## src/sv/wav_hdr_pkg.sv

```systemverilog
// Shared types, codes and helpers for the WAV header parser.
package wav_hdr_pkg;

	localparam int unsigned BYTE_W  = 8;
	localparam int unsigned CMD_W   = 2;
	localparam int unsigned IDX_W   = 5;
	localparam int unsigned SKIP_W  = 33;
	localparam int unsigned OUT_DATA_W = 192;
	localparam int unsigned OUT_USER_W = 4;

	localparam logic [31:0] TAG_RIFF = 32'h4646_4952;
	localparam logic [31:0] TAG_WAVE = 32'h4556_4157;
	localparam logic [31:0] TAG_FMT  = 32'h2074_6D66;
	localparam logic [31:0] TAG_DATA = 32'h6174_6164;

	localparam logic [IDX_W-1:0] FMT_CAPTURE_BYTES = IDX_W'(16);

	typedef enum logic [CMD_W-1:0] {
		CMD_BYTE    = 2'd0,
		CMD_EOF     = 2'd1,
		CMD_RESTART = 2'd2
	} cmd_t;

	typedef enum logic [2:0] {
		ST_OK          = 3'd0,
		ST_NOT_RIFF    = 3'd1,
		ST_NOT_WAVE    = 3'd2,
		ST_TRUNC_HDR   = 3'd3,
		ST_TRUNC_FMT   = 3'd4,
		ST_NOT_PCM     = 3'd5,
		ST_BAD_BITS    = 3'd6,
		ST_BAD_CHANNEL = 3'd7
	} status_t;

	typedef enum logic [1:0] {
		KIND_OTHER = 2'd0,
		KIND_FMT   = 2'd1,
		KIND_DATA  = 2'd2
	} chunk_kind_t;

	typedef struct packed {
		logic [31:0] data_start;
		logic [31:0] data_length;
		logic [15:0] sample_bits;
		logic [15:0] frame_bytes;
		logic [31:0] bytes_per_sec;
		logic [31:0] samples_per_sec;
		logic [15:0] channel_count;
		logic [15:0] format_tag;
	} fmt_fields_t;

	function automatic status_t final_status(input logic [15:0] fmt_tag,
			input logic [15:0] bits, input logic [15:0] chans);
		status_t st;
		st = ST_OK;
		if (fmt_tag != 16'd1) begin
			st = ST_NOT_PCM;
		end else if (bits != 16'd8 && bits != 16'd16) begin
			st = ST_BAD_BITS;
		end else if (chans != 16'd1 && chans != 16'd2) begin
			st = ST_BAD_CHANNEL;
		end
		return st;
	endfunction

endpackage

```

## src/sv/wav_header_parser_core.sv

```systemverilog
// Byte-serial RIFF/WAVE PCM header parser with stream input and result output.
// The result is registered: its causing transaction passes the input register stage, then the output register.
// Throughput: one input transaction per cycle; set by the single input register stage.
// The input stalls only while a pending result is not taken and the staged item is held.
// Reset (arst_n low) clears the parse state, held fields and both valid flags at once.
module wav_header_parser_core (
	input  logic clk,
	input  logic arst_n,
	input  logic s_axis_tvalid,
	output logic s_axis_tready,
	input  logic [wav_hdr_pkg::BYTE_W-1:0] s_axis_tdata,     // file_byte
	input  logic [wav_hdr_pkg::CMD_W-1:0] s_axis_tuser,      // cmd
	output logic m_axis_tvalid,
	input  logic m_axis_tready,
	// format_tag, channel_count, samples_per_sec, bytes_per_sec, frame_bytes,
	// sample_bits, data_length, data_start
	output logic [wav_hdr_pkg::OUT_DATA_W-1:0] m_axis_tdata,
	output logic [wav_hdr_pkg::OUT_USER_W-1:0] m_axis_tuser  // status, sample_kind
);
	import wav_hdr_pkg::*;

	typedef enum logic [3:0] {
		PH_RIFF, PH_RSIZE, PH_WAVE, PH_CID, PH_CSIZE, PH_FMT, PH_SKIP, PH_DONE
	} phase_t;

	logic              valid_s1;
	logic [CMD_W-1:0]  cmd_s1;
	logic [BYTE_W-1:0] byte_s1;

	phase_t            phase_q, phase_n;
	logic [IDX_W-1:0]  idx_q, idx_n, idx_inc;
	logic [31:0]       shift_q, shift_n, shift_inc;
	chunk_kind_t       kind_q, kind_n;
	logic [31:0]       size_q, size_n;
	logic [SKIP_W-1:0] skip_q, skip_n;
	logic              fmt_found_q, fmt_found_n;
	logic              data_found_q, data_found_n;
	fmt_fields_t       held_q, held_n;
	logic [31:0]       bytes_q, bytes_n, bytes_inc;

	logic              out_valid_q;
	logic [OUT_DATA_W-1:0] out_data_q;
	logic [OUT_USER_W-1:0] out_user_q;

	logic    out_free, proc, emit;
	status_t st;

	assign out_free      = !out_valid_q || m_axis_tready;
	assign proc          = valid_s1 && out_free;
	assign s_axis_tready = !valid_s1 || out_free;

	assign idx_inc   = idx_q + IDX_W'(1);
	assign shift_inc = {byte_s1, shift_q[31:8]};
	assign bytes_inc = (bytes_q == 32'hFFFF_FFFF) ? bytes_q : bytes_q + 32'd1;

	always_comb begin
		phase_n      = phase_q;
		idx_n        = idx_q;
		shift_n      = shift_q;
		kind_n       = kind_q;
		size_n       = size_q;
		skip_n       = skip_q;
		fmt_found_n  = fmt_found_q;
		data_found_n = data_found_q;
		held_n       = held_q;
		bytes_n      = bytes_q;
		emit         = 1'b0;
		st           = ST_OK;
		if (proc) begin
			case (cmd_s1)
				CMD_RESTART: begin
					phase_n      = PH_RIFF;
					idx_n        = '0;
					shift_n      = '0;
					kind_n       = KIND_OTHER;
					size_n       = '0;
					skip_n       = '0;
					fmt_found_n  = 1'b0;
					data_found_n = 1'b0;
					held_n       = '0;
					bytes_n      = '0;
				end
				CMD_EOF: begin
					if (phase_q != PH_DONE) begin
						emit    = 1'b1;
						st      = (phase_q == PH_FMT) ? ST_TRUNC_FMT : ST_TRUNC_HDR;
						phase_n = PH_DONE;
					end
				end
				CMD_BYTE: begin
					if (phase_q == PH_SKIP) begin
						bytes_n = bytes_inc;
						skip_n  = skip_q - SKIP_W'(1);
						if (skip_n == '0) begin
							phase_n = PH_CID;
						end
					end else if (phase_q != PH_DONE) begin
						bytes_n = bytes_inc;
						shift_n = shift_inc;
						idx_n   = idx_inc;
						case (phase_q)
							PH_RIFF, PH_RSIZE, PH_WAVE, PH_CID: begin
								if (idx_inc >= IDX_W'(4)) begin
									idx_n = '0;
									case (phase_q)
										PH_RIFF: begin
											if (shift_inc != TAG_RIFF) begin
												emit    = 1'b1;
												st      = ST_NOT_RIFF;
												phase_n = PH_DONE;
											end else begin
												phase_n = PH_RSIZE;
											end
										end
										PH_RSIZE: phase_n = PH_WAVE;
										PH_WAVE: begin
											if (shift_inc != TAG_WAVE) begin
												emit    = 1'b1;
												st      = ST_NOT_WAVE;
												phase_n = PH_DONE;
											end else begin
												phase_n = PH_CID;
											end
										end
										default: begin
											if (shift_inc == TAG_FMT) begin
												kind_n = KIND_FMT;
											end else if (shift_inc == TAG_DATA) begin
												kind_n = KIND_DATA;
											end else begin
												kind_n = KIND_OTHER;
											end
											phase_n = PH_CSIZE;
										end
									endcase
								end
							end
							PH_CSIZE: begin
								if (idx_inc >= IDX_W'(4)) begin
									idx_n  = '0;
									size_n = shift_inc;
									if (kind_q == KIND_FMT) begin
										phase_n = PH_FMT;
									end else begin
										if (kind_q == KIND_DATA) begin
											held_n.data_length = shift_inc;
											held_n.data_start  = bytes_inc;
											data_found_n       = 1'b1;
										end
										if (kind_q == KIND_DATA && fmt_found_q) begin
											emit    = 1'b1;
											st      = final_status(held_n.format_tag,
													held_n.sample_bits, held_n.channel_count);
											phase_n = PH_DONE;
										end else begin
											skip_n  = {1'b0, shift_inc} + SKIP_W'(shift_inc[0]);
											phase_n = (skip_n == '0) ? PH_CID : PH_SKIP;
										end
									end
								end
							end
							PH_FMT: begin
								case (idx_inc)
									IDX_W'(2):  held_n.format_tag      = shift_inc[31:16];
									IDX_W'(4):  held_n.channel_count   = shift_inc[31:16];
									IDX_W'(8):  held_n.samples_per_sec = shift_inc;
									IDX_W'(12): held_n.bytes_per_sec   = shift_inc;
									IDX_W'(14): held_n.frame_bytes     = shift_inc[31:16];
									IDX_W'(16): held_n.sample_bits     = shift_inc[31:16];
									default: ;
								endcase
								if (idx_inc >= FMT_CAPTURE_BYTES) begin
									idx_n       = '0;
									fmt_found_n = 1'b1;
									if (data_found_q) begin
										emit    = 1'b1;
										st      = final_status(held_n.format_tag,
												held_n.sample_bits, held_n.channel_count);
										phase_n = PH_DONE;
									end else begin
										if (size_q > 32'd16) begin
											skip_n = {1'b0, size_q - 32'd16} + SKIP_W'(size_q[0]);
										end else begin
											skip_n = SKIP_W'(size_q[0]);
										end
										phase_n = (skip_n == '0) ? PH_CID : PH_SKIP;
									end
								end
							end
							default: ;
						endcase
					end
				end
				default: ;
			endcase
		end
	end

	always_ff @(posedge clk or negedge arst_n) begin
		if (!arst_n) begin
			valid_s1 <= 1'b0;
		end else if (s_axis_tready) begin
			valid_s1 <= s_axis_tvalid;
		end
	end

	always_ff @(posedge clk) begin
		if (s_axis_tready && s_axis_tvalid) begin
			cmd_s1  <= s_axis_tuser;
			byte_s1 <= s_axis_tdata;
		end
	end

	always_ff @(posedge clk or negedge arst_n) begin
		if (!arst_n) begin
			phase_q      <= PH_RIFF;
			idx_q        <= '0;
			shift_q      <= '0;
			kind_q       <= KIND_OTHER;
			size_q       <= '0;
			skip_q       <= '0;
			fmt_found_q  <= 1'b0;
			data_found_q <= 1'b0;
			held_q       <= '0;
			bytes_q      <= '0;
		end else begin
			phase_q      <= phase_n;
			idx_q        <= idx_n;
			shift_q      <= shift_n;
			kind_q       <= kind_n;
			size_q       <= size_n;
			skip_q       <= skip_n;
			fmt_found_q  <= fmt_found_n;
			data_found_q <= data_found_n;
			held_q       <= held_n;
			bytes_q      <= bytes_n;
		end
	end

	always_ff @(posedge clk or negedge arst_n) begin
		if (!arst_n) begin
			out_valid_q <= 1'b0;
		end else if (proc && emit) begin
			out_valid_q <= 1'b1;
		end else if (m_axis_tready) begin
			out_valid_q <= 1'b0;
		end
	end

	always_ff @(posedge clk) begin
		if (proc && emit) begin
			out_data_q <= held_n;
			out_user_q <= {(st == ST_OK && held_n.sample_bits == 16'd16), st};
		end
	end

	assign m_axis_tvalid = out_valid_q;
	assign m_axis_tdata  = out_data_q;
	assign m_axis_tuser  = out_user_q;

`ifndef SYNTHESIS
	a_skip_nonzero: assert property (@(posedge clk) disable iff (!arst_n)
		phase_q == PH_SKIP |-> skip_q != '0)
		else $error("skip phase with zero count");

	a_fmt_index: assert property (@(posedge clk) disable iff (!arst_n)
		phase_q == PH_FMT |-> idx_q < FMT_CAPTURE_BYTES)
		else $error("fmt capture index out of range");

	a_field_index: assert property (@(posedge clk) disable iff (!arst_n)
		(phase_q == PH_RIFF || phase_q == PH_RSIZE || phase_q == PH_WAVE ||
		 phase_q == PH_CID || phase_q == PH_CSIZE) |-> idx_q < IDX_W'(4))
		else $error("tag or size index out of range");

	a_result_done: assert property (@(posedge clk) disable iff (!arst_n)
		$rose(out_valid_q) |-> phase_q == PH_DONE)
		else $error("result raised without parser stopping");

	a_ok_is_pcm: assert property (@(posedge clk) disable iff (!arst_n)
		(out_valid_q && out_user_q[2:0] == ST_OK) |-> out_data_q[15:0] == 16'd1)
		else $error("ok status with non-PCM format");
`endif

endmodule
```

## config.mk

```make
export PLATFORM = sky130hd
export DESIGN_NAME = wav_header_parser_core
export DESIGN_NICKNAME = d
export VERILOG_FILES = /design/src/sv/wav_hdr_pkg.sv /design/src/sv/wav_header_parser_core.sv
export SDC_FILE = /design/constraint.sdc
export NUM_CORES = 1
export LEC_CHECK = 0
export ABC_AREA = 1
export BUFFER_PORTS_ARGS = -buffer_cell sky130_fd_sc_hd__buf_2
export CORE_UTILIZATION = 50
export DETAILED_ROUTE_END_ITERATION = 12
export PLACE_DENSITY_LB_ADDON = 0.3
export SETUP_SLACK_MARGIN = 0.05
export SLEW_MARGIN = 25
export SYNTH_ARGS = -nofsm -noshare
export SYNTH_HDL_FRONTEND = slang
export SYNTH_SLANG_ARGS = --single-unit
```

## constraint.sdc

```tcl
create_clock -name clk -period 33 [get_ports clk]
set_input_delay 6.6 -clock clk [delete_from_list [all_inputs] [get_ports clk]]
set_output_delay 6.6 -clock clk [all_outputs]
set_load 0.005 [all_outputs]
```

# After elaboration in Yosys (flattened, before gate mapping)
# Cells that the tools add are included.
[word_totals]
ff_bits = 542
input_bits = 14
out_inout_bits = 198
word_cells = 260
[classes]
addsub = 6
n_lt_le_gt_ge = 3
n_eq_ne = 54
n_mux = 141
reduce_logical = 33
[ops]
columns = ["op", "n"]
rows = [
  ["$mux 192", 3],
  ["$mux 33", 15],
  ["$pmux 192 s2", 1],
  ["$mux 32", 11],
  ["$mux 16", 19],
  ["$mux 64", 4],
  ["$pmux 32 s2", 3],
  ["$pmux 33 s2", 2],
  ["$mux 128", 1],
  ["$logic_not 33->1", 3],
  ["$add 32x1->33", 2],
  ["$mux 3", 22],
  ["$ne 16x1->1 const B", 4],
  ["$ne 32x31->1 const B", 2],
  ["$pmux 4 s3", 3],
  ["$sub 33x1->33 const B", 1],
  ["$add 32x1->32 const B", 1],
  ["$eq 32x30->1 const B", 1],
  ["$eq 32x31->1 const B", 1],
  ["$eq 32x32->1 const B", 1],
  ["$gt 32x5->1 const B", 1],
  ["$mux 4", 8],
  ["$ne 16x2->1 const B", 2],
  ["$ne 16x4->1 const B", 2],
  ["other kinds (47)", 124],
]

# Longest topological paths before layout
[logic_depth]
depth_word = 22
mapped_depth = 24
ltp_nobuf = 24

# Worst setup path after synthesis
# No wires, ideal clock.
[synth_path]
path_kind = "in2reg"
start = "input port m_axis_tready"
end = "register out_data_q[0], in the netlist m_axis_tdata[0] (enable)"
arrival_time_ns = 16.287
setup_slack_ns = 15.894
cell_stages = 4
n_path_buf = 0
path_cell_list = "inv_1 nand2_1 nand2_1 a21oi_1"
[synth_between]
elab_chain_cells = 4
[synth_lines]
columns = ["element", "line", "rtl"]
rows = [
  ["from (decl)", "wav_header_parser_core.sv:14", "input logic m_axis_tready,"],
  ["$logic_or 1x1->1 *", "wav_header_parser_core.sv:48", "assign out_free = !out_valid_q || m_axis_tready;"],
  ["$logic_and 1x1->1 *", "wav_header_parser_core.sv:49", "assign proc = valid_s1 && out_free;"],
  ["$mux 1", "wav_header_parser_core.sv:69", "if (proc) begin"],
  ["$logic_and 1x1->1 *", "wav_header_parser_core.sv:251", "if (proc && emit) begin"],
  ["to (signal assigned)", "wav_header_parser_core.sv:252", "out_data_q <= held_n;"],
  ["to (decl)", "wav_header_parser_core.sv:42", "logic [OUT_DATA_W-1:0] out_data_q;"],
]
# Every way passes the cells marked *; elsewhere a longest branch is shown, timed or not.
# A chain may end at the register's enable or synchronous reset.

# Worst setup path after layout
[layout_path]
start = "input port m_axis_tready"
end = "output port s_axis_tready"
[layout_between]
elab_chain_cells = 2
[layout_lines]
columns = ["element", "line", "rtl"]
rows = [
  ["$logic_or 1x1->1", "wav_header_parser_core.sv:48", ""],
  ["$logic_or 1x1->1", "wav_header_parser_core.sv:50", "assign s_axis_tready = !valid_s1 || out_free;"],
  ["to (decl)", "wav_header_parser_core.sv:10", "output logic s_axis_tready,"],
]
# No other way between the ends.

==> reports/metrics.yaml <==
clock_network:
  cts_buffer_depth: 3
  cts_made_buffers: 55
  root_buffer: "clkbuf_16"
  h-tree-depth: 2
  cts_hold_buf: 0
  post_cts_buffers: 0
  clk_pin_slew_worst_paths_ns: 0.06
  cts_tree: "yes"
  insertion_delay_ns: 0.62
  cts_resized: 0
  cts_sinks: 533
timing:
  timing.hold.ws_ns: 0.498
  fin_crit_sh_pct: 41.3
  drv_slew: 0
  finalSetupViolCount: 0
  tns_ns: 0
  worst_slew_pin_slew_ns: 1.02
  slew_headroom_pct: 31.7
  min_period_ns: 13.63
  rsz0062_at_grt: "false"
  finClkSkew_ns: 0.0271
  hold_viol_final: 0
  max_clock_freq_mhz: 73.4
  timing.final.ws_setup_ns: 19.37
yosys:
  synth.distinct_cells: 59
  netlist_area_mm2: 0.0254
  ys_warn_count: 0
  synth-edff-count: 206
  synth_cells: 2834
  syn-num-nets: 2861
  yosysSeqAreaShare_pct: 56.5
  async_flop_share_pct: 61.4
  synth_seq_cells: 533
  synth_ff_type: "dfrtp_1"
  synth_area_per_cell_um2: 8.98
pwr:
  ir_drop_v: 0.0000451
  p_leak_nw: 12.7
  pwr_density_cell_mw_per_mm2: 70.7
die:
  fp.dieW_um: 228
  coreArea_mm2: 0.0502
  core.rowCount: 82
  fp.dieArea_mm2: 0.0518
  initial_utilization_pct: 50.7
  io_pins: 212
  die_height_um: 228
route:
  antenna_left: 0
  dr_total_vias: 21500
  via_per_inst: 5.75
  drt-pass1-iter-count: 6
  wl_per_cell_um: 20.8
  drt-total-wl_um: 77800
  drc: 0
  drt_iter0_markers: 1940
placed_design:
  gp_congestion: 0.946
  dpl_cell_area_mm2: 0.0272
  pre_cts_ws_ns: 19.38
  dp_hpwl_um: 53500
  numPortBuffers: 211
setup_path:
  cp-end-kind: "output pin"
  crit_required_ns: 26.40
  crit_path_start_kind: "input pin"
  reg2reg_depth: 16
  crit_fanout: 3
  arrival_ns: 7.03
  path_class: "input pin to output pin"
status:
  status: "complete, no violations"
finish:
  drive_gt1_share_pct: 13.3
  area_delta_synth_final_pct: 14.5
  multi_input_area_mm2: 0.00937
  nets: 3053
  diodes: 0
  final_area_mm2: 0.0291
  final_util_pct: 58.1
  seq_area_mm2: 0.0144
  fill_cells: 4346
hold_path:
  hold_class: "register to register"
  min_path_cells: 2
global_routing:
  grt_pass1_vias: 21100
  track_usage_pct: 30.4
  overflow: 0
  grt_max_degree: 198
  antenna_found_initial: 2
  grt_pass1_wl_um: 121000
flow_run:
  maxCapViolCount: 0
-- where the power goes --
| group | switching, mW | internal (mW) |
|---|---|---|
| registers | 0.0612 | 0.755 |
| logic | 0.417 | 0.164 |
| clock network | 0.269 | 0.395 |
| total | 0.746 | 1.31 |
-- kinds of logic (layout without fill, tap and decap cells) --
| family | Yosys count | in the layout | share of synthesized area, % |
|---|---|---|---|
| xor+xnor | 89 | 89 | 3.09 |
| flops | 533 | 533 | 56.5 |
| fa+ha+maj | 13 | 13 | 0.639 |
| buf+inv | 462 | 700 | 6.97 |
| simple gates | 1229 | 1229 | 21.2 |
| compound gates | 508 | 508 | 11.6 |
-- metrics by stage --
stage | total power [mW] | std cells
after floorplan | 1.21 | 2834
after global placement | 1.38 | 3640
after detailed placement | 1.39 | 3640
after CTS | 2.06 | 3743
after global routing | 2.16 | 3744
final | 2.06 | 3744
-- worst paths after layout --
check | start | to | slack [ns]
worst max-delay path | m_axis_tready | s_axis_tready | 19.37
worst min-delay path | held_q[138] | held_q[138] | 0.50
worst max register to register | cmd_s1[1] | skip_q[29] | 27.47
worst min register to register | held_q[138] | held_q[138] | 0.50
max in group asynchronous | arst_n | held_q[169] | 25.49
min in group asynchronous | arst_n | skip_q[3] | 6.06
-- critical path, cell delays in order --
cell and delay (ns):
buf_2 0.10, inv_1 0.06, nand3_1 0.11, buf_2 0.15
-- cell type report --
class / instances / share of cell area (%)
flip-flops and latches: 533 / 49.3
multi-input cells: 1839 / 32.1
well taps: 672 / 2.89
clock buffers: 69 / 5.04
clock inverters: 34 / 1.57
repair buffers: 231 / 4.34
inverters: 366 / 4.71
-- state kept, by name, summed over array words and instances, names as in the netlist --
register and count:
byte_s1 8, idx_q 5, m_axis_tuser 4, skip_q 33, m_axis_tdata 192, valid_s1 1
kind_q 2, m_axis_tvalid 1, shift_q 24, data_found_q 1, cmd_s1 2, size_q 32
fmt_found_q 1, bytes_q 32, held_q 192, phase_q 3
-- Yosys cell counts (all sizes together) (13+ instances only) --
cell type,n,area share [%]
a21oi,47,0.92
dfrtp,327,32
o22ai,119,2.9
o21ai,260,5.1
clkbuf,63,0.93
inv,354,5.2
o211ai,35,1.0
nand4,56,1.4
nor4,30,0.74
ha,13,0.64
edfxtp,206,24
nor2,295,4.9
buf,33,0.64
nand3,137,2.9
nand2,634,9.5
nor3,61,1.3
xor2,82,2.9
-- cells in the final DEF (no fill, tap or decap), types with 55 or more instances in the layout --
cell type,count
clkbuf_16,55
inv_1,339
nor2_1,266
xor2_1,81
dfrtp_1,327
edfxtp_1,206
buf_2,210
nand3_1,126
nand2_1,622
o21ai_0,218
o22ai_1,119
nor3_1,55
-- metal layers --
metal  part of all wire (%)  global-route usage [%]  up-vias  wire [um]
li1                       -                       -     9908          -
met1                     43                    42.4    10600      33400
met2                     45                    46.9      849      35200
met3                    8.5                    6.94      176       6640
met4                    3.2                    10.4        0       2500
met5                      0                       0        -          0
(Power assumes the default switching activity.)
